**config.mk**
```make
export PLATFORM = sky130hd
export DESIGN_NAME = ack_telemetry_line_parser
export DESIGN_NICKNAME = d
export VERILOG_FILES = /design/src/rtl/core/atlp_pkg.sv /design/src/rtl/core/atlp_parse.sv /design/src/rtl/core/ack_telemetry_line_parser.sv
export VERILOG_INCLUDE_DIRS = /design/src /design/src/rtl/core
export SDC_FILE = /design/constraint.sdc
export NUM_CORES = 1
export LEC_CHECK = 0
export BUFFER_PORTS_ARGS = -buffer_cell sky130_fd_sc_hd__buf_2
export CAP_MARGIN = 15
export CELL_PAD_IN_SITES_DETAIL_PLACEMENT = 0
export CELL_PAD_IN_SITES_GLOBAL_PLACEMENT = 2
export CORE_MARGIN = 1
export CORE_UTILIZATION = 39
export CTS_BUF_LIST = sky130_fd_sc_hd__clkbuf_4 sky130_fd_sc_hd__clkbuf_8
export DETAILED_ROUTE_END_ITERATION = 12
export PLACE_DENSITY = 0.8
export REMOVE_ABC_BUFFERS = 1
export SKIP_LAST_GASP = 1
export SLEW_MARGIN = 25
export SYNTH_ARGS = -nofsm -noshare
export SYNTH_HDL_FRONTEND = slang
export SYNTH_HIERARCHICAL = 1
export SYNTH_SLANG_ARGS = --single-unit
```
**constraint.sdc**
```tcl
create_clock -name clk -period 4.7 [get_ports clk]
set_input_delay 0.94 -clock clk [delete_from_list [all_inputs] [get_ports clk]]
set_output_delay 0.94 -clock clk [all_outputs]
set_load 0.03 [all_outputs]
```
**src/rtl/core/ack_telemetry_line_parser_macros.svh**
```systemverilog
`ifndef ACK_TELEMETRY_LINE_PARSER_MACROS_SVH
`define ACK_TELEMETRY_LINE_PARSER_MACROS_SVH

`ifndef ASSERT_OFF
`define ATLP_ASSERT(lbl, clk, rst_n, prop, msg) \
  lbl: assert property (@(posedge clk) disable iff (!rst_n) prop) else $error(msg);
`define ATLP_ASSERT_ALWAYS(lbl, clk, prop, msg) \
  lbl: assert property (@(posedge clk) prop) else $error(msg);
`else
`define ATLP_ASSERT(lbl, clk, rst_n, prop, msg)
`define ATLP_ASSERT_ALWAYS(lbl, clk, prop, msg)
`endif

`endif

```
**src/rtl/core/atlp_pkg.sv**
```systemverilog
package atlp_pkg;

  localparam logic [7:0] CH_CR   = 8'h0D;
  localparam logic [7:0] CH_HASH = 8'h23;
  localparam logic [7:0] CH_R    = 8'h52;
  localparam logic [7:0] CH_U    = 8'h55;
  localparam logic [7:0] CH_N    = 8'h4E;
  localparam logic [7:0] CH_S    = 8'h53;
  localparam logic [7:0] CH_T    = 8'h54;
  localparam logic [7:0] CH_O    = 8'h4F;
  localparam logic [7:0] CH_P    = 8'h50;
  localparam logic [7:0] CH_H    = 8'h48;
  localparam logic [7:0] CH_M    = 8'h4D;
  localparam logic [7:0] CH_E    = 8'h45;
  localparam logic [7:0] CH_PLUS  = 8'h2B;
  localparam logic [7:0] CH_MINUS = 8'h2D;

  localparam logic [23:0] PAT_RR   = {CH_HASH, CH_R, CH_R};
  localparam logic [31:0] PAT_RUN  = {CH_HASH, CH_R, CH_U, CH_N};
  localparam logic [39:0] PAT_STOP = {CH_HASH, CH_S, CH_T, CH_O, CH_P};
  localparam logic [39:0] PAT_HOME = {CH_HASH, CH_H, CH_O, CH_M, CH_E};

  localparam logic [2:0] KIND_NONE = 3'd0;
  localparam logic [2:0] KIND_RUN  = 3'd1;
  localparam logic [2:0] KIND_STOP = 3'd2;
  localparam logic [2:0] KIND_HOME = 3'd3;
  localparam logic [2:0] KIND_RATE = 3'd4;

  localparam logic [1:0] PH_BLANK = 2'd0;
  localparam logic [1:0] PH_SIGN  = 2'd1;
  localparam logic [1:0] PH_DIGIT = 2'd2;
  localparam logic [1:0] PH_DONE  = 2'd3;

  localparam logic [2:0] AGE_RR    = 3'd2;
  localparam logic [2:0] AGE_RUN   = 3'd3;
  localparam logic [2:0] AGE_WORD  = 3'd4;
  localparam logic [2:0] AGE_NUM   = 3'd4;
  localparam logic [2:0] AGE_RUN_D = 3'd5;
  localparam logic [2:0] AGE_WORD_D = 3'd6;
  localparam logic [2:0] AGE_MAX   = 3'd7;

  localparam logic [31:0] MAG_LIMIT = 32'h8000_0000;
  localparam logic [31:0] POS_MAX   = 32'h7FFF_FFFF;

  typedef struct packed {
    logic [31:0] window;
    logic [2:0]  age;
    logic [2:0]  kind;
    logic [31:0] accum;
    logic [1:0]  phase;
    logic        neg;
  } state_t;

endpackage

```
**src/rtl/core/atlp_parse.sv**
```systemverilog
module atlp_parse (
  input  atlp_pkg::state_t    cur,
  input  logic [7:0]          rx_byte,
  output atlp_pkg::state_t    nxt,
  output logic                line_end,
  output logic [2:0]          ack_kind,
  output logic signed [31:0]  ack_value
);

  logic [39:0] win;
  logic        is_digit;
  logic        is_blank;
  logic [34:0] ext;
  logic [34:0] sum;
  logic [31:0] digit_acc;
  logic [2:0]  age_inc;

  always_comb begin
    win       = {cur.window, rx_byte};
    is_digit  = rx_byte inside {[8'h30:8'h39]};
    is_blank  = rx_byte inside {[8'h09:8'h0D], 8'h20};
    ext       = {3'b000, cur.accum};
    sum       = (ext << 3) + (ext << 1) + {31'd0, rx_byte[3:0]};
    digit_acc = (sum > {3'b000, atlp_pkg::MAG_LIMIT}) ? atlp_pkg::MAG_LIMIT : sum[31:0];
    age_inc   = (cur.age == atlp_pkg::AGE_MAX) ? atlp_pkg::AGE_MAX : cur.age + 3'd1;
    line_end  = (rx_byte == atlp_pkg::CH_CR);

    case (cur.kind)
      atlp_pkg::KIND_NONE: ack_value = '0;
      atlp_pkg::KIND_RATE: begin
        if (cur.neg) begin
          ack_value = -$signed(cur.accum);
        end else if (cur.accum >= atlp_pkg::MAG_LIMIT) begin
          ack_value = $signed(atlp_pkg::POS_MAX);
        end else begin
          ack_value = $signed(cur.accum);
        end
      end
      default: ack_value = $signed(cur.accum);
    endcase
    ack_kind = cur.kind;

    nxt        = cur;
    nxt.window = win[31:0];
    if (line_end) begin
      nxt = '0;
    end else if (cur.kind == atlp_pkg::KIND_NONE) begin
      if (win[23:0] == atlp_pkg::PAT_RR) begin
        nxt.kind = atlp_pkg::KIND_RATE;
        nxt.age  = atlp_pkg::AGE_RR;
      end else if (win[31:0] == atlp_pkg::PAT_RUN) begin
        nxt.kind = atlp_pkg::KIND_RUN;
        nxt.age  = atlp_pkg::AGE_RUN;
      end else if (win == atlp_pkg::PAT_STOP) begin
        nxt.kind = atlp_pkg::KIND_STOP;
        nxt.age  = atlp_pkg::AGE_WORD;
      end else if (win == atlp_pkg::PAT_HOME) begin
        nxt.kind = atlp_pkg::KIND_HOME;
        nxt.age  = atlp_pkg::AGE_WORD;
      end
    end else begin
      nxt.age = age_inc;
      if ((cur.kind == atlp_pkg::KIND_RUN && age_inc == atlp_pkg::AGE_RUN_D) ||
          ((cur.kind == atlp_pkg::KIND_STOP || cur.kind == atlp_pkg::KIND_HOME) &&
           age_inc == atlp_pkg::AGE_WORD_D)) begin
        nxt.accum = is_digit ? {28'd0, rx_byte[3:0]} : 32'd0;
      end else if (cur.kind == atlp_pkg::KIND_RATE && age_inc >= atlp_pkg::AGE_NUM) begin
        case (cur.phase)
          atlp_pkg::PH_BLANK: begin
            if (!is_blank) begin
              if (rx_byte == atlp_pkg::CH_PLUS || rx_byte == atlp_pkg::CH_MINUS) begin
                nxt.neg   = (rx_byte == atlp_pkg::CH_MINUS);
                nxt.phase = atlp_pkg::PH_SIGN;
              end else if (is_digit) begin
                nxt.accum = digit_acc;
                nxt.phase = atlp_pkg::PH_DIGIT;
              end else begin
                nxt.phase = atlp_pkg::PH_DONE;
              end
            end
          end
          atlp_pkg::PH_SIGN, atlp_pkg::PH_DIGIT: begin
            if (is_digit) begin
              nxt.accum = digit_acc;
              nxt.phase = atlp_pkg::PH_DIGIT;
            end else begin
              nxt.phase = atlp_pkg::PH_DONE;
            end
          end
          default: nxt.phase = cur.phase;
        endcase
      end
    end
  end

endmodule

```
**src/rtl/core/ack_telemetry_line_parser.sv**
```systemverilog
// A carriage return passes from the byte register to the result register that drives out_*.
// Throughput: one byte per cycle; only a carriage return waits for a free result register.
// The byte register feeds the line state and the result register through one
// pass of parsing logic; a stalled result holds back the next carriage return, and the bytes behind it wait.
// Reset (rst_n low, synchronous): line state cleared, no transaction pending.
`include "ack_telemetry_line_parser_macros.svh"

module ack_telemetry_line_parser (
  input  logic               clk,
  input  logic               rst_n,
  input  logic               in_valid,
  output logic               in_stall,
  input  logic [7:0]         in_rx_byte,
  output logic               out_valid,
  input  logic               out_stall,
  output logic [2:0]         out_ack_kind,
  output logic signed [31:0] out_ack_value
);

  logic                s1_valid_r;
  logic                s1_valid_nxt;
  logic [7:0]          s1_byte_r;
  logic                s1_go;
  atlp_pkg::state_t    state_r;
  atlp_pkg::state_t    state_nxt;
  logic                line_end;
  logic [2:0]          res_kind;
  logic signed [31:0]  res_value;
  logic                out_valid_r;
  logic                out_valid_nxt;
  logic [2:0]          out_kind_r;
  logic signed [31:0]  out_value_r;

  atlp_parse u_parse (
    .cur       (state_r),
    .rx_byte   (s1_byte_r),
    .nxt       (state_nxt),
    .line_end  (line_end),
    .ack_kind  (res_kind),
    .ack_value (res_value)
  );

  assign s1_go    = s1_valid_r & (!line_end | !out_valid_r | !out_stall);
  assign in_stall = s1_valid_r & !s1_go;

  always_comb begin
    s1_valid_nxt = (in_valid & !in_stall) | (s1_valid_r & !s1_go);
    if (s1_go && line_end) begin
      out_valid_nxt = 1'b1;
    end else if (!out_stall) begin
      out_valid_nxt = 1'b0;
    end else begin
      out_valid_nxt = out_valid_r;
    end
  end

  always_ff @(posedge clk) begin
    if (!rst_n) begin
      s1_valid_r  <= 1'b0;
      out_valid_r <= 1'b0;
      state_r     <= '0;
    end else begin
      s1_valid_r  <= s1_valid_nxt;
      out_valid_r <= out_valid_nxt;
      if (s1_go) begin
        state_r <= state_nxt;
      end
    end
  end

  always_ff @(posedge clk) begin
    if (in_valid && !in_stall) begin
      s1_byte_r <= in_rx_byte;
    end
    if (s1_go && line_end) begin
      out_kind_r  <= res_kind;
      out_value_r <= res_value;
    end
  end

  assign out_valid     = out_valid_r;
  assign out_ack_kind  = out_kind_r;
  assign out_ack_value = out_value_r;

  `ATLP_ASSERT(a_none_zero, clk, rst_n,
    out_valid_r && out_kind_r == atlp_pkg::KIND_NONE |-> out_value_r == 32'sd0,
    "kind none with nonzero value")
  `ATLP_ASSERT(a_line_clear, clk, rst_n,
    s1_go && line_end |=> state_r.kind == atlp_pkg::KIND_NONE && state_r.window == 32'd0,
    "line state not cleared at carriage return")
  `ATLP_ASSERT(a_mag_limit, clk, rst_n,
    state_r.accum <= atlp_pkg::MAG_LIMIT,
    "number magnitude above limit")
  `ATLP_ASSERT(a_ack_digit, clk, rst_n,
    state_r.kind == atlp_pkg::KIND_RUN || state_r.kind == atlp_pkg::KIND_STOP ||
    state_r.kind == atlp_pkg::KIND_HOME |-> state_r.accum <= 32'd9,
    "ack digit out of range")
  `ATLP_ASSERT(a_out_source, clk, rst_n,
    $rose(out_valid_r) |-> $past(s1_valid_r && s1_byte_r == atlp_pkg::CH_CR),
    "result without carriage return")

endmodule

```
Word-level counts from Yosys, hierarchy flattened --
Index checks and enable logic that the tools add are counted.
Word-level totals: output and inout bits 37, register bits after elaboration 118
Cells by class: mux-type cells 29, magnitude comparators 7, bitwise operators 6, eq/ne operators 25, add/subtract/negate cells 4, reduce and logical (&&, ||, !) cells 32
Operator list (number):
- 32-bit two-way mux | 7
- 32-bit one-hot mux with 2 select lines | 2
- 35-bit two-way mux | 3
- 40-bit by 38-bit == test with 1-bit output, second input constant | 2
- 41-bit two-way mux | 1
- 35-bit by 33-bit adder with 35-bit output | 1
- 35-bit by 4-bit adder with 35-bit output | 1
- 35-bit by 32-bit greater-than comparator with 1-bit output, second input constant | 1
- 32-bit by 30-bit == test with 1-bit output, second input constant | 1
- 32-bit greater-or-equal comparator, second input constant | 1
- 32-bit negator | 1
- 24-bit by 22-bit == test with 1-bit output, second input constant | 1
- 8-bit by 6-bit == test with 1-bit output, second input constant | 3
- 6-bit two-way mux | 4
- 3-bit == test, second input constant | 4
- 3-bit two-way mux | 4
- 6-bit AND reduction | 2
- 2-bit nonzero test | 5
- 8-bit by 4-bit == test with 1-bit output, second input constant | 1
- 8-bit by 4-bit greater-or-equal comparator with 1-bit output, second input constant | 1
- 8-bit by 6-bit greater-or-equal comparator with 1-bit output, second input constant | 1
- 8-bit by 4-bit less-or-equal comparator with 1-bit output, second input constant | 1
- 8-bit by 6-bit less-or-equal comparator with 1-bit output, second input constant | 1
- 1-bit logical AND | 7
- 29 further kinds | 47

Longest topological paths before layout --
Gate-level depths: netlist (run 1).
depth in word-level cells 12, depth in mapped cells 18, mapped depth without buffers 16

Modules after synthesis --
The synthesis (run 1) kept the hierarchy.
By module, submodules not included:
- atlp_parse | area each 4959.8 um^2, instances 1, cells each 791, sequential area each 0.0 um^2
- ack_telemetry_line_parser | area each 4374.2 um^2, instances 1, cells each 370, sequential area each 2792.7 um^2

Least setup slack after synthesis (run 1) --
OpenSTA, ideal clock, no wires.
kind register -> register, start register s1_byte_r[3], end register state_r[24] (netlist bit), stages on the path, launching flop included 19, period minus slack after synthesis 4.283 ns, library setup time 0.072 ns, data required time 4.628 ns, arrival time 4.211 ns, path buffers 2, path slack 0.417 ns, cell sequence edfxtp_1 -> clkbuf_1 -> inv_1 -> fa_1 -> inv_1 -> ha_1 -> a211oi_2 -> o21ai_1 -> a221oi_2 -> o41a_2 -> xnor2_1 -> a311o_1 -> or4_4 -> o31ai_4 -> buf_6 -> nand4_1 -> a211oi_2 -> nand2_1 -> mux2i_1
RTL lines:
- start, declared | line ack_telemetry_line_parser.sv:22 | logic [7:0] s1_byte_r;
- start signal, assigned | line ack_telemetry_line_parser.sv:73 | s1_byte_r <= in_rx_byte;
- end signal, assigned | line ack_telemetry_line_parser.sv:66 | state_r <= state_nxt;
- end, declared | line ack_telemetry_line_parser.sv:24 | atlp_pkg::state_t state_r;

==> results.txt, run 1 <==
HPWL after DPL: 20.40 mm
Crit path kind: flop to flop
Worst-skew pair later-pin latency: 0.46 ns
Synth Flop Type: dfxtp_1
Final Hold Viols: 0
Clk Tree Root Cell: clkbuf_8
Routed length per instance: 18.27 µm
Worst slew pin tran: 0.8776 ns
Clk network pwr share: 0.480
CP most frequent cell: inv_1
GR Util All Layers: 0.2374
Switching part of the total power: 0.2392
Slowest cell on crit path: fa_1
Post-cts hold buffer count: 0
Area grow syn2layout: 12.06%
Sink Count: 118
Initial Util: 0.3977
DIE WIDTH: 156.7 µm
Pin count of the biggest net entering global routing: 72
Worst-path clk slew: 0.07 ns
Initial antenna violation count: 0
H-tree depth: 4
Number of synthesized flops with an enable pin: 43
Max-slew violations: 0
Total gr overflow: 0
Unrepaired setup endpoints after global routing: true
FF+latch count, synth: 118
Reg2reg end: state_r[20]
CP Capture Type: flop
Core Area: 23470 µm²
Setup Skew: 0.01765 ns
Worst hold stages: 2
Share of cells above drive strength 1: 0.1381
Die area: 24560 µm²
Final non-filler cell total: 1543
Pwr per Cell Area: 218.8 nW/µm²
Synth area leaders: dfxtp_1 (16%), edfxtp_1 (14%), nand2_1 (9.4%)
Mapped Area: 9334 µm²
Overall Power: 0.002288 W
Final Wtd Congestion: 0.8585
Startpoint Class: flop
Cell count after synthesis: 1161
Avg Inst Size Synth: 8.040 µm²
TritonRoute pass-1 iters: 6
Drt total wl: 28.18 mm
Fin worst setup slack: 0.1886 ns
Worst-case clock buffer depth: 2
Distinct cells, synth: 78
Tightest Hold Check Type: flop to flop
Vias in the first global route: 8156
Yosys top cell by area: dfxtp_1
Drt first-iter violations: 655
Standard-cell rows: 56
Die height: 156.7 µm
Largest stage delay on the critical path: 0.55 ns
Seq pwr share: 0.471
FMAX: 221.7 MHz
Final net count: 1294
CTS tree: built
N_diodes: 0
Port bufs: 48
Worst Path Arrival: 4.88 ns
Crit-path max FO: 16
Register area share after synthesis: 0.2992
Residual DRC: 0
Reg2reg setup slack: 0.19 ns
Global-route wire length before repair: 44.91 mm
Via density: 5.605
Psw: 0.0005475 W
Pre-CTS setup slack: -0.03274 ns
Ys Warns: 6
Hold Path Sink: state_r[67]
Static Leak: 3.987 nW
IO Pins: 49
FF-to-FF path depth: 17
Worst Path Required: 5.07 ns
Routed vias: 8649
Total negative slack: 0 ns
Worst slew margin: 0.4127
Reg2reg start: state_r[3]
Origin of the worst min-delay path: state_r[67]
Status: finished, final reports clean
Period utilisation layout: 0.9599
Yosys top cell area share: 0.1609
Int Power: 0.001741 W
Comb power frac: 0.050
Tmin final: 4.511 ns
Max-Cap Viols: 0
Dpl cells: 1509
WHS: 0.4595 ns
Asr flop ratio synth: 0
Final setup fails: 0
Maximum VDD drop: 0.1749 mV
CTS Buf Count: 17
Antenna Nets Post-Route: 0
CP Cell Sequence: inv_1 > fa_1 > inv_1 > ha_1 > a211oi_2 > o211ai_1 > a22oi_2 > a21oi_1 > or3_1 > a311o_1 > or4_4 > o31ai_4 > buf_12 > nand3_1 > a211oi_1 > nand2_1 > mux2i_1
## per-stage QoR
step	util	instance area, µm²
final	0.4456	10460
after global routing	0.4456	10460
after CTS	0.4443	10430
after detailed placement	0.4244	9962
after global placement	0.4244	9962
after floorplan	-	8887
## Yosys cell counts (all sizes together), types with 4 or more instances
master,n
nor4b,6
buf,30
a31oi,9
o22ai,5
o221a,5
xor2,11
or2,8
nor4,12
o221ai,4
and3,4
clkbuf,44
mux2i,79
nor2,66
and2,32
ha,69
or4,6
o21ai,76
nor3,16
a21o,5
a311oi,6
nand3,34
o211ai,8
edfxtp,43
o21a,8
inv,26
xnor2,14
a211o,5
o311ai,7
nand4,16
o41ai,6
nand2,235
or3,17
a21oi,110
dfxtp,75
a211oi,14
## power groups by stage
| stage | registers, W | logic, W | clock network [W] |
|---|---|---|---|
| 2_1_floorplan | 0.00110 | 0.0000623 | 0 |
| 3_5_place_dp | 0.00110 | 0.000114 | 0 |
| 3_3_place_gp | 0.00110 | 0.000113 | 0 |
| 5_1_grt | 0.00108 | 0.000125 | 0.00117 |
| 4_1_cts | 0.00108 | 0.000114 | 0.00113 |
| 6_report | 0.00108 | 0.000114 | 0.00110 |
## kinds of logic after synthesis
group / after synthesis / share of synthesized area
AND/OR/NAND/NOR: 472 / 0.2366
AO/OA/AOI/OAI: 296 / 0.2009
flip-flops: 118 / 0.2992
buffers and inverters: 100 / 0.05831
multiplexers: 79 / 0.08472
adder cells (fa/ha/maj): 71 / 0.09678
XOR/XNOR: 25 / 0.02346
## state kept, by name, summed over array words and instances (netlist names)
register	cells
out_ack_kind	3
out_ack_value	32
s1_byte_r	8
state_r	73
out_valid	1
s1_valid_r	1
## cell usage in the layout, fill, tap and decap left out, types with 4 or more instances in the layout
cell type and n:
xnor2_1 14, o22ai_1 5, o221ai_1 4, a211oi_1 11
o21a_1 8, a311oi_1 6, or4_1 5, nor3_1 15
bufinv_16 5, nor2_1 65, o311ai_0 7, and2_1 32
buf_2 47, xor2_1 11, a21o_1 5, edfxtp_1 43
o41ai_1 6, ha_1 69, nand4_1 16, clkbuf_8 17
o21ai_0 60, a31oi_1 8, nor4b_1 6, or2_2 8
mux2i_1 79, dfxtp_1 75, o211ai_1 8, nand3_1 33
inv_1 24, a21oi_1 109, a211o_1 5, o221a_2 5
nor4_1 11, nand2_1 234, or3_1 17, o21ai_1 16
buf_4 57
## metal layers
metal | GRT usage | part of all wire | vias up
met4 | 0.09244 | 0.025 | 0
met5 | 0 | 0 | -
met1 | 0.3358 | 0.50 | 4077
li1 | - | - | 4327
met3 | 0.02714 | 0.032 | 48
met2 | 0.3661 | 0.44 | 197
## worst max-delay path by stage
stage | startpoint | end | cells past startpoint
final | state_r[3] | state_r[20] | 17
after global routing | state_r[3] | state_r[24] | 17
after CTS | s1_byte_r[3] | state_r[6] | 17
after detailed placement | state_r[3] | state_r[6] | 17
after global placement | state_r[3] | state_r[3] | 17
after floorplan | s1_byte_r[3] | state_r[15] | 16
## worst max-delay path: cells and delay by family (launching register included)
kind                     cells  cell delay, ns
multiplexers                 1            0.15
adder cells (fa/ha/maj)      2            0.87
AND/OR/NAND/NOR              4            1.08
buffers and inverters        3            0.33
AO/OA/AOI/OAI                7            1.66
flip-flops                   1            0.33
## area by class of cell
class,count,area [µm²]
well taps,319,399.1
clock inverters,15,227.7
flip-flops and latches,118,2793
fillers,2382,13010
repair buffers,105,683.2
clock buffers,17,234.0
multi-input cells,943,6026
inverters,26,97.59
## repair_timing
item,4_1_cts,5_1_grt
buffers inserted,0,2
resized for setup,1,5
endpoints found under the setup margin,15,29
pin swaps,0,3
endpoints found under the hold margin,0,0
Power figures use the tool's default switching activity.
==> inputs of run 2 (changes only) <==
- CORE_ASPECT_RATIO: default -> 1.25
==> run 2 against run 1 <==
Effect of this change:
- critical endpoint is now state_r[25]
- first-iteration DRC count shrank 26%
- worst setup slack gained 0.051 ns
- sequential power about the same
- global-route usage grew 0.23 points
- flip-flop and latch count unchanged
- count of clock-buffer cells in the layout grew 4
- wire length increased by 1.7%
- die area about the same
- utilization hardly changed
- critical path depth unchanged
- largest power group is now registers
- cell area is 1.3% lower
- maximum frequency increased by 1.2%
==> results.txt, run 2 (same netlist as run 1, synthesis figures left out) <==
Largest stage delay on the critical path: 0.54 ns (about the same)
Clk network pwr share: 0.438 (-0.042)
Setup Skew: 0.01556 ns (-0.002088 ns)
Total gr overflow: 0 (unchanged)
Unrepaired setup endpoints after global routing: false
FMAX: 224.2 MHz (+1.2%)
Tightest Hold Check Type: flop to flop
Pin count of the biggest net entering global routing: 77 (+6.9%)
Filler Cell Count: 2379 (-0.13%)
Most common cell after layout, fill and taps aside: nand2_1
H-tree depth: 4 (unchanged)
Slowest cell on crit path: fa_1
Worst-path clk slew: 0.07 ns (about the same)
Via density: 5.753 (+2.6%)
Crit-path leading delay family: compound AO/OA/AOI/OAI gates
Startpoint Class: flop
Antenna Nets Post-Route: 0 (unchanged)
GR Util All Layers: 0.2397 (+0.002333)
Worst slew margin: 0.3375 (-0.07528)
Final Wtd Congestion: 0.8484 (-1.2%)
CTS Buf Count: 17 (unchanged)
TritonRoute pass-1 iters: 5 (-1)
Tmin final: 4.460 ns (-0.05138 ns)
Residual DRC: 0 (unchanged)
Final Hold Viols: 0 (unchanged)
Drt first-iter violations: 482 (-26%)
Crit-path max FO: 16 (unchanged)
Period utilisation layout: 0.9489 (-0.01093)
Psw: 0.0005275 W (-3.6%)
Seq pwr share: 0.509 (+0.038)
Worst-case clock buffer depth: 2 (unchanged)
Vias in the first global route: 8247 (+1.1%)
Sink Count: 118 (unchanged)
HPWL after DPL: 20.87 mm (+2.3%)
Max-slew violations: 0 (unchanged)
DIE WIDTH: 140.4 µm (-10%)
Die height: 175.0 µm (+12%)
Die area: 24560 µm² (about the same)
Max-Cap Viols: 0 (unchanged)
Final setup fails: 0 (unchanged)
Maximum VDD drop: 0.1845 mV (+5.5%)
Status: finished, final reports clean
Finished Cell Area: 10330 µm² (-1.3%)
Top reg by flops: state_r
Worst Path Required: 5.09 ns (+0.02 ns)
Post-cts hold buffer count: 0 (unchanged)
Final net count: 1288 (-0.46%)
CP Capture Type: flop
Worst Path Arrival: 4.85 ns (-0.03 ns)
Routed length per instance: 19.04 µm (+4.2%)
WL met3: 1.001 mm (+10%)
WHS: 0.4569 ns (-0.002657 ns)
Share of cells above drive strength 1: 0.1338 (-0.004246)
IO Pins: 49 (unchanged)
Standard-cell rows: 62 (+11%)
Comb power frac: 0.052 (+0.002)
CTS tree: built
Area grow syn2layout: 10.63%
Area after DPL: 9911 µm² (-0.51%)
Flip-flop count of the largest register after layout: 73 (unchanged)
CP most frequent cell: inv_1
Core Area: 23190 µm² (-1.2%)
Overall Power: 0.002120 W (-7.3%)
Port bufs: 48 (unchanged)
Switching part of the total power: 0.2488 (+0.009550)
Crit path kind: flop to flop
Int Power: 0.001593 W (-8.5%)
Routed vias: 8664 (+0.17%)
Static Leak: 3.942 nW (-1.1%)
CP Cell Sequence: inv_1 > fa_1 > inv_1 > ha_1 > a211oi_4 > o211ai_1 > a22oi_2 > a21oi_1 > or3_1 > a311o_1 > or4_4 > o31ai_4 > buf_12 > nand4bb_1 > a211oi_1 > nand2_1 > mux2i_1
Met1 Wirelength: 13.01 mm (-7.4%)
Pwr per Cell Area: 205.3 nW/µm² (-6.1%)
Global-route wire length before repair: 45.53 mm (+1.4%)
Clk Tree Root Cell: clkbuf_8
Drt total wl: 28.68 mm (+1.7%)
Met2 WL: 14.22 mm (+14%)
N_diodes: 0 (unchanged)
CP bufs+invs: 3 (unchanged)
Initial antenna violation count: 0 (unchanged)
Highest metal used: met4
Most frequent cells in the layout: nand2_1 (234), a21oi_1 (109), mux2i_1 (79)
Initial Util: 0.4024 (+0.004762)
Worst slew pin tran: 0.9902 ns (+0.1125 ns)
Worst-skew pair later-pin latency: 0.47 ns (about the same)
-- run 2: changes by cell type in the layout (fill, tap and decap cells not counted), sizes merged --
| cell | delta |
|---|---|
| bufinv | -3 |
| inv | -1 |
| clkinv | +1 |
| buf | -6 |
| clkinvlp | -1 |
| clkbuf | +4 |
-- run 2: routing by layer --
metal	up-vias	GRT usage
met1	4130	0.3056
li1	4325	-
met5	-	0
met4	0	0.06548
met3	30	0.03563
met2	179	0.4185
-- run 2: final timing paths --
path                                  start           to  slack (ns)  cells after the start
worst max-delay path             state_r[3]  state_r[25]        0.24                     17
worst min-delay path            state_r[68]  state_r[68]        0.46                      2
worst max register to register   state_r[3]  state_r[25]        0.24                     17
worst min register to register  state_r[68]  state_r[68]        0.46                      2
-- run 2: cell type report --
cell class                      count  area, µm²  area share
Sequential cell                   118       2793      0.2704
Tap cell                          288      360.3     0.03490
Clock buffer                       21      264.0     0.02557
Clock inverter                     11      110.1     0.01066
Inverter                           26      97.59    0.009451
Timing Repair Buffer               99      663.1     0.06422
Multi-Input combinational cell    943       6038      0.5848
-- run 2: power groups by stage --
stage                     clock, W  combinational (W)  sequential [W]
after floorplan                  0          0.0000623         0.00110
after global placement           0           0.000110         0.00110
after detailed placement         0           0.000111         0.00110
after CTS                 0.000961           0.000111         0.00108
after global routing      0.000995           0.000121         0.00108
final                     0.000929           0.000111         0.00108
-- run 2: worst register-to-register path, stage by stage (launching register included) --
cell       delay [ns]
dfxtp_1          0.33
inv_1            0.09
fa_1             0.54
inv_1            0.07
ha_1             0.34
a211oi_4         0.27
o211ai_1         0.16
a22oi_2          0.28
a21oi_1          0.15
or3_1            0.38
a311o_1          0.32
or4_4            0.49
o31ai_4          0.23
buf_12           0.19
nand4bb_1        0.13
a211oi_1         0.22
nand2_1          0.08
mux2i_1          0.12
-- run 2: repair_timing --
action	4_1_cts	5_1_grt
gates resized for setup	1	6
pin swaps	0	2
buffers inserted	0	1
setup endpoints to repair	15	30
-- run 2: per-stage QoR --
step                      setup slack (ns)    util  TNS [ns]  instances
final                               0.2400  0.4452         0       1506
after global routing             0.0006635  0.4452         0       1506
after floorplan                     0.3774       -         0       1087
after CTS                          0.03835  0.4436         0       1505
after global placement            -0.02603  0.4273  -0.09351       1473
after detailed placement          -0.02138  0.4273  -0.05536       1473
==> inputs of run 3 (changes only) <==
- BUFFER_PORTS_ARGS: -buffer_cell sky130_fd_sc_hd__buf_2 -> -buffer_cell sky130_fd_sc_hd__buf_4
- PLACE_DENSITY: 0.8 -> 0.79
- SYNTH_HIERARCHICAL: 1 -> default
==> run 3 against run 2 <==
Effect of this change:
- count of clock-buffer cells in the layout decreased by 4
- worst setup slack worse by 0.038 ns
- hold slack improved by 0.047 ns
- critical endpoint is now state_r[12]
- highest routed layer unchanged
==> results.txt, run 3 <==
Core Area: 20320 µm² (-12%)
H-tree depth: 4 (unchanged)
Most numerous cell in the Yosys netlist: a21oi_1
Worst-path clk slew: 0.08 ns (about the same)
Worst slew pin tran: 0.8760 ns (-0.1142 ns)
Sink Count: 118 (unchanged)
Final Wtd Congestion: 0.9088 (+7.1%)
Via density: 5.940 (+3.2%)
Overall Power: 0.002103 W (-0.84%)
FMAX: 222.3 MHz (-0.84%)
Asr flop ratio synth: 0 (unchanged)
Yosys top cell by area: dfxtp_1
Setup Skew: 0.01485 ns (-0.0007149 ns)
Worst slew margin: 0.4160 (+0.07855)
CP Capture Type: flop
Origin of the worst min-delay path: state_r[47]
Cell count after synthesis: 943 (-19%)
Area grow syn2layout: 13.69%
Max-slew violations: 0 (unchanged)
Worst Path Required: 5.09 ns (about the same)
Status: finished, final reports clean
Tightest Hold Check Type: flop to flop
Initial antenna violation count: 0 (unchanged)
Slowest cell on crit path: fa_1
Standard-cell rows: 58 (-6.5%)
Number of synthesized flops with an enable pin: 43 (unchanged)
Die height: 163.6 µm (-6.5%)
CTS tree: built
Worst Path Arrival: 4.89 ns (+0.04 ns)
Final setup fails: 0 (unchanged)
GR Util All Layers: 0.2407 (+0.001040)
Reg2reg setup slack: 0.20 ns (-0.04 ns)
Register area share after synthesis: 0.3430 (+0.04377)
Distinct cells, synth: 77 (-1.3%)
Die area: 21460 µm² (-13%)
Period utilisation layout: 0.9570 (+0.008018)
Antenna Nets Post-Route: 0 (unchanged)
Tmin final: 4.498 ns (+0.03768 ns)
Flip-flop count of the largest register after layout: 73 (unchanged)
Startpoint Class: flop
DIE WIDTH: 131.2 µm (-6.5%)
FF+latch count, synth: 118 (unchanged)
Maximum VDD drop: 0.1204 mV (-35%)
Routed length per instance: 19.83 µm (+4.1%)
TritonRoute pass-1 iters: 5 (unchanged)
Most frequent cells in the layout: a21oi_1 (79), nand2_1 (76), o21ai_0 (76)
Avg Inst Size Synth: 8.635 µm² (+7.4%)
Routed vias: 7573 (-13%)
Worst-case clock buffer depth: 2 (unchanged)
Drt first-iter violations: 374 (-22%)
Ys Warns: 0 (-6)
Most common cell after layout, fill and taps aside: a21oi_1
HPWL after DPL: 19.13 mm (-8.3%)
Max-Cap Viols: 0 (unchanged)
Pwr per Cell Area: 227.1 nW/µm² (+11%)
Vias in the first global route: 7537 (-8.6%)
Finished Cell Area: 9258 µm² (-10%)
CP Cell Sequence: inv_1 > fa_1 > inv_1 > fa_1 > a21o_1 > a221oi_4 > o221a_4 > xor2_1 > nand4_1 > or4_1 > or4_1 > o21a_4 > nor3_4 > buf_6 > a22o_1
Drt total wl: 25.28 mm (-12%)
Initial Util: 0.4007 (-0.001678)
Clk Tree Root Cell: clkbuf_8
Residual DRC: 0 (unchanged)
Post-cts hold buffer count: 0 (unchanged)
Commonest cells post-synth: a21oi_1 (79), nand2_1 (76), o21ai_0 (76)
Synth area leaders: dfxtp_1 (18%), edfxtp_1 (16%), ha_1 (10%)
Pin count of the biggest net entering global routing: 49 (-36%)
Share of cells above drive strength 1: 0.1254 (-0.008453)
Yosys top cell area share: 0.1844 (+0.02353)
Worst-skew pair later-pin latency: 0.45 ns (-0.02 ns)
Critical Path Source: state_r[3]
CTS Buf Count: 17 (unchanged)
Crit path kind: flop to flop
Final net count: 1072 (-17%)
Area after DPL: 8852 µm² (-11%)
Global-route wire length before repair: 40.63 mm (-11%)
Top reg by flops: state_r
Mapped Area: 8143 µm² (-13%)
Reg2reg start: state_r[3]
Crit-path max FO: 20 (+4)
Static Leak: 3.798 nW (-3.6%)
IO Pins: 49 (unchanged)
Port bufs: 48 (unchanged)
Final core utilization: 0.4556 (+0.01041)
Final Hold Viols: 0 (unchanged)
N_diodes: 0 (unchanged)
Synth Flop Type: dfxtp_1
Total gr overflow: 0 (unchanged)
Largest stage delay on the critical path: 0.53 ns (about the same)
run 3: cells by family (layout without fill, tap and decap cells):
kind of cell,Yosys count,in the layout,synth area share
xor+xnor,25,25,0.02689
mux,11,11,0.01352
buf+inv,70,132,0.03549
simple gates,332,332,0.2114
fa+ha+maj,68,68,0.1063
compound gates,319,319,0.2634
flops,118,118,0.3430
run 3: path summary, 6_finish.rpt:
kind / to / cells past startpoint
min: state_r[47] / 2
max: state_r[12] / 15
max reg2reg: state_r[12] / 15
min reg2reg: state_r[47] / 2
run 3: metrics by stage:
stage | hold slack, ns | std cells | setup TNS, ns | setup WS, ns
final | 0.5036 | 1275 | 0 | 0.2023
after global routing | 0.5290 | 1275 | -0.1810 | -0.02711
after CTS | 0.5025 | 1274 | 0 | 0.1469
after detailed placement | 0.4903 | 1242 | 0 | 0.1582
after global placement | 0.4919 | 1242 | 0 | 0.2746
after floorplan | 0.4514 | 899 | -31.37 | -0.8962
run 3: worst max-delay path: cells and delay by family (launching register included):
family | cells | cell delay, ns
xor+xnor | 1 | 0.22
buf+inv | 3 | 0.39
flops | 1 | 0.39
compound gates | 5 | 1.23
simple gates | 4 | 1.21
fa+ha+maj | 2 | 0.99
run 3: final cells by class:
cell class              count  area, µm²
clock buffers              17      234.0
inverters                  26      97.59
clock inverters            15      155.1
multi-input cells         755       5081
repair buffers             74      559.3
flip-flops and latches    118       2793
fillers                  2042      11060
well taps                 270      337.8
run 3: per-layer routing:
metal	part of all wire	wire, µm	global-route usage	vias to the layer above
met2	0.52	13180	0.4473	173
met1	0.43	10780	0.2799	3665
met4	0.024	616	0.09412	0
met5	0	0	0	-
li1	-	-	-	3697
met3	0.028	701	0.02980	38
run 3: where the power goes:
part	total, W	internal [W]	switching (W)
Sequential	0.00108	0.00106	0.0000140
Clock	0.000939	0.000442	0.000498
Combinational	0.0000860	0.0000320	0.0000540
run 3: repair_timing:
item | CTS | global route
gates resized for setup | 0 | 2
setup buffers | 0 | 1
setup endpoints to repair | 0 | 20
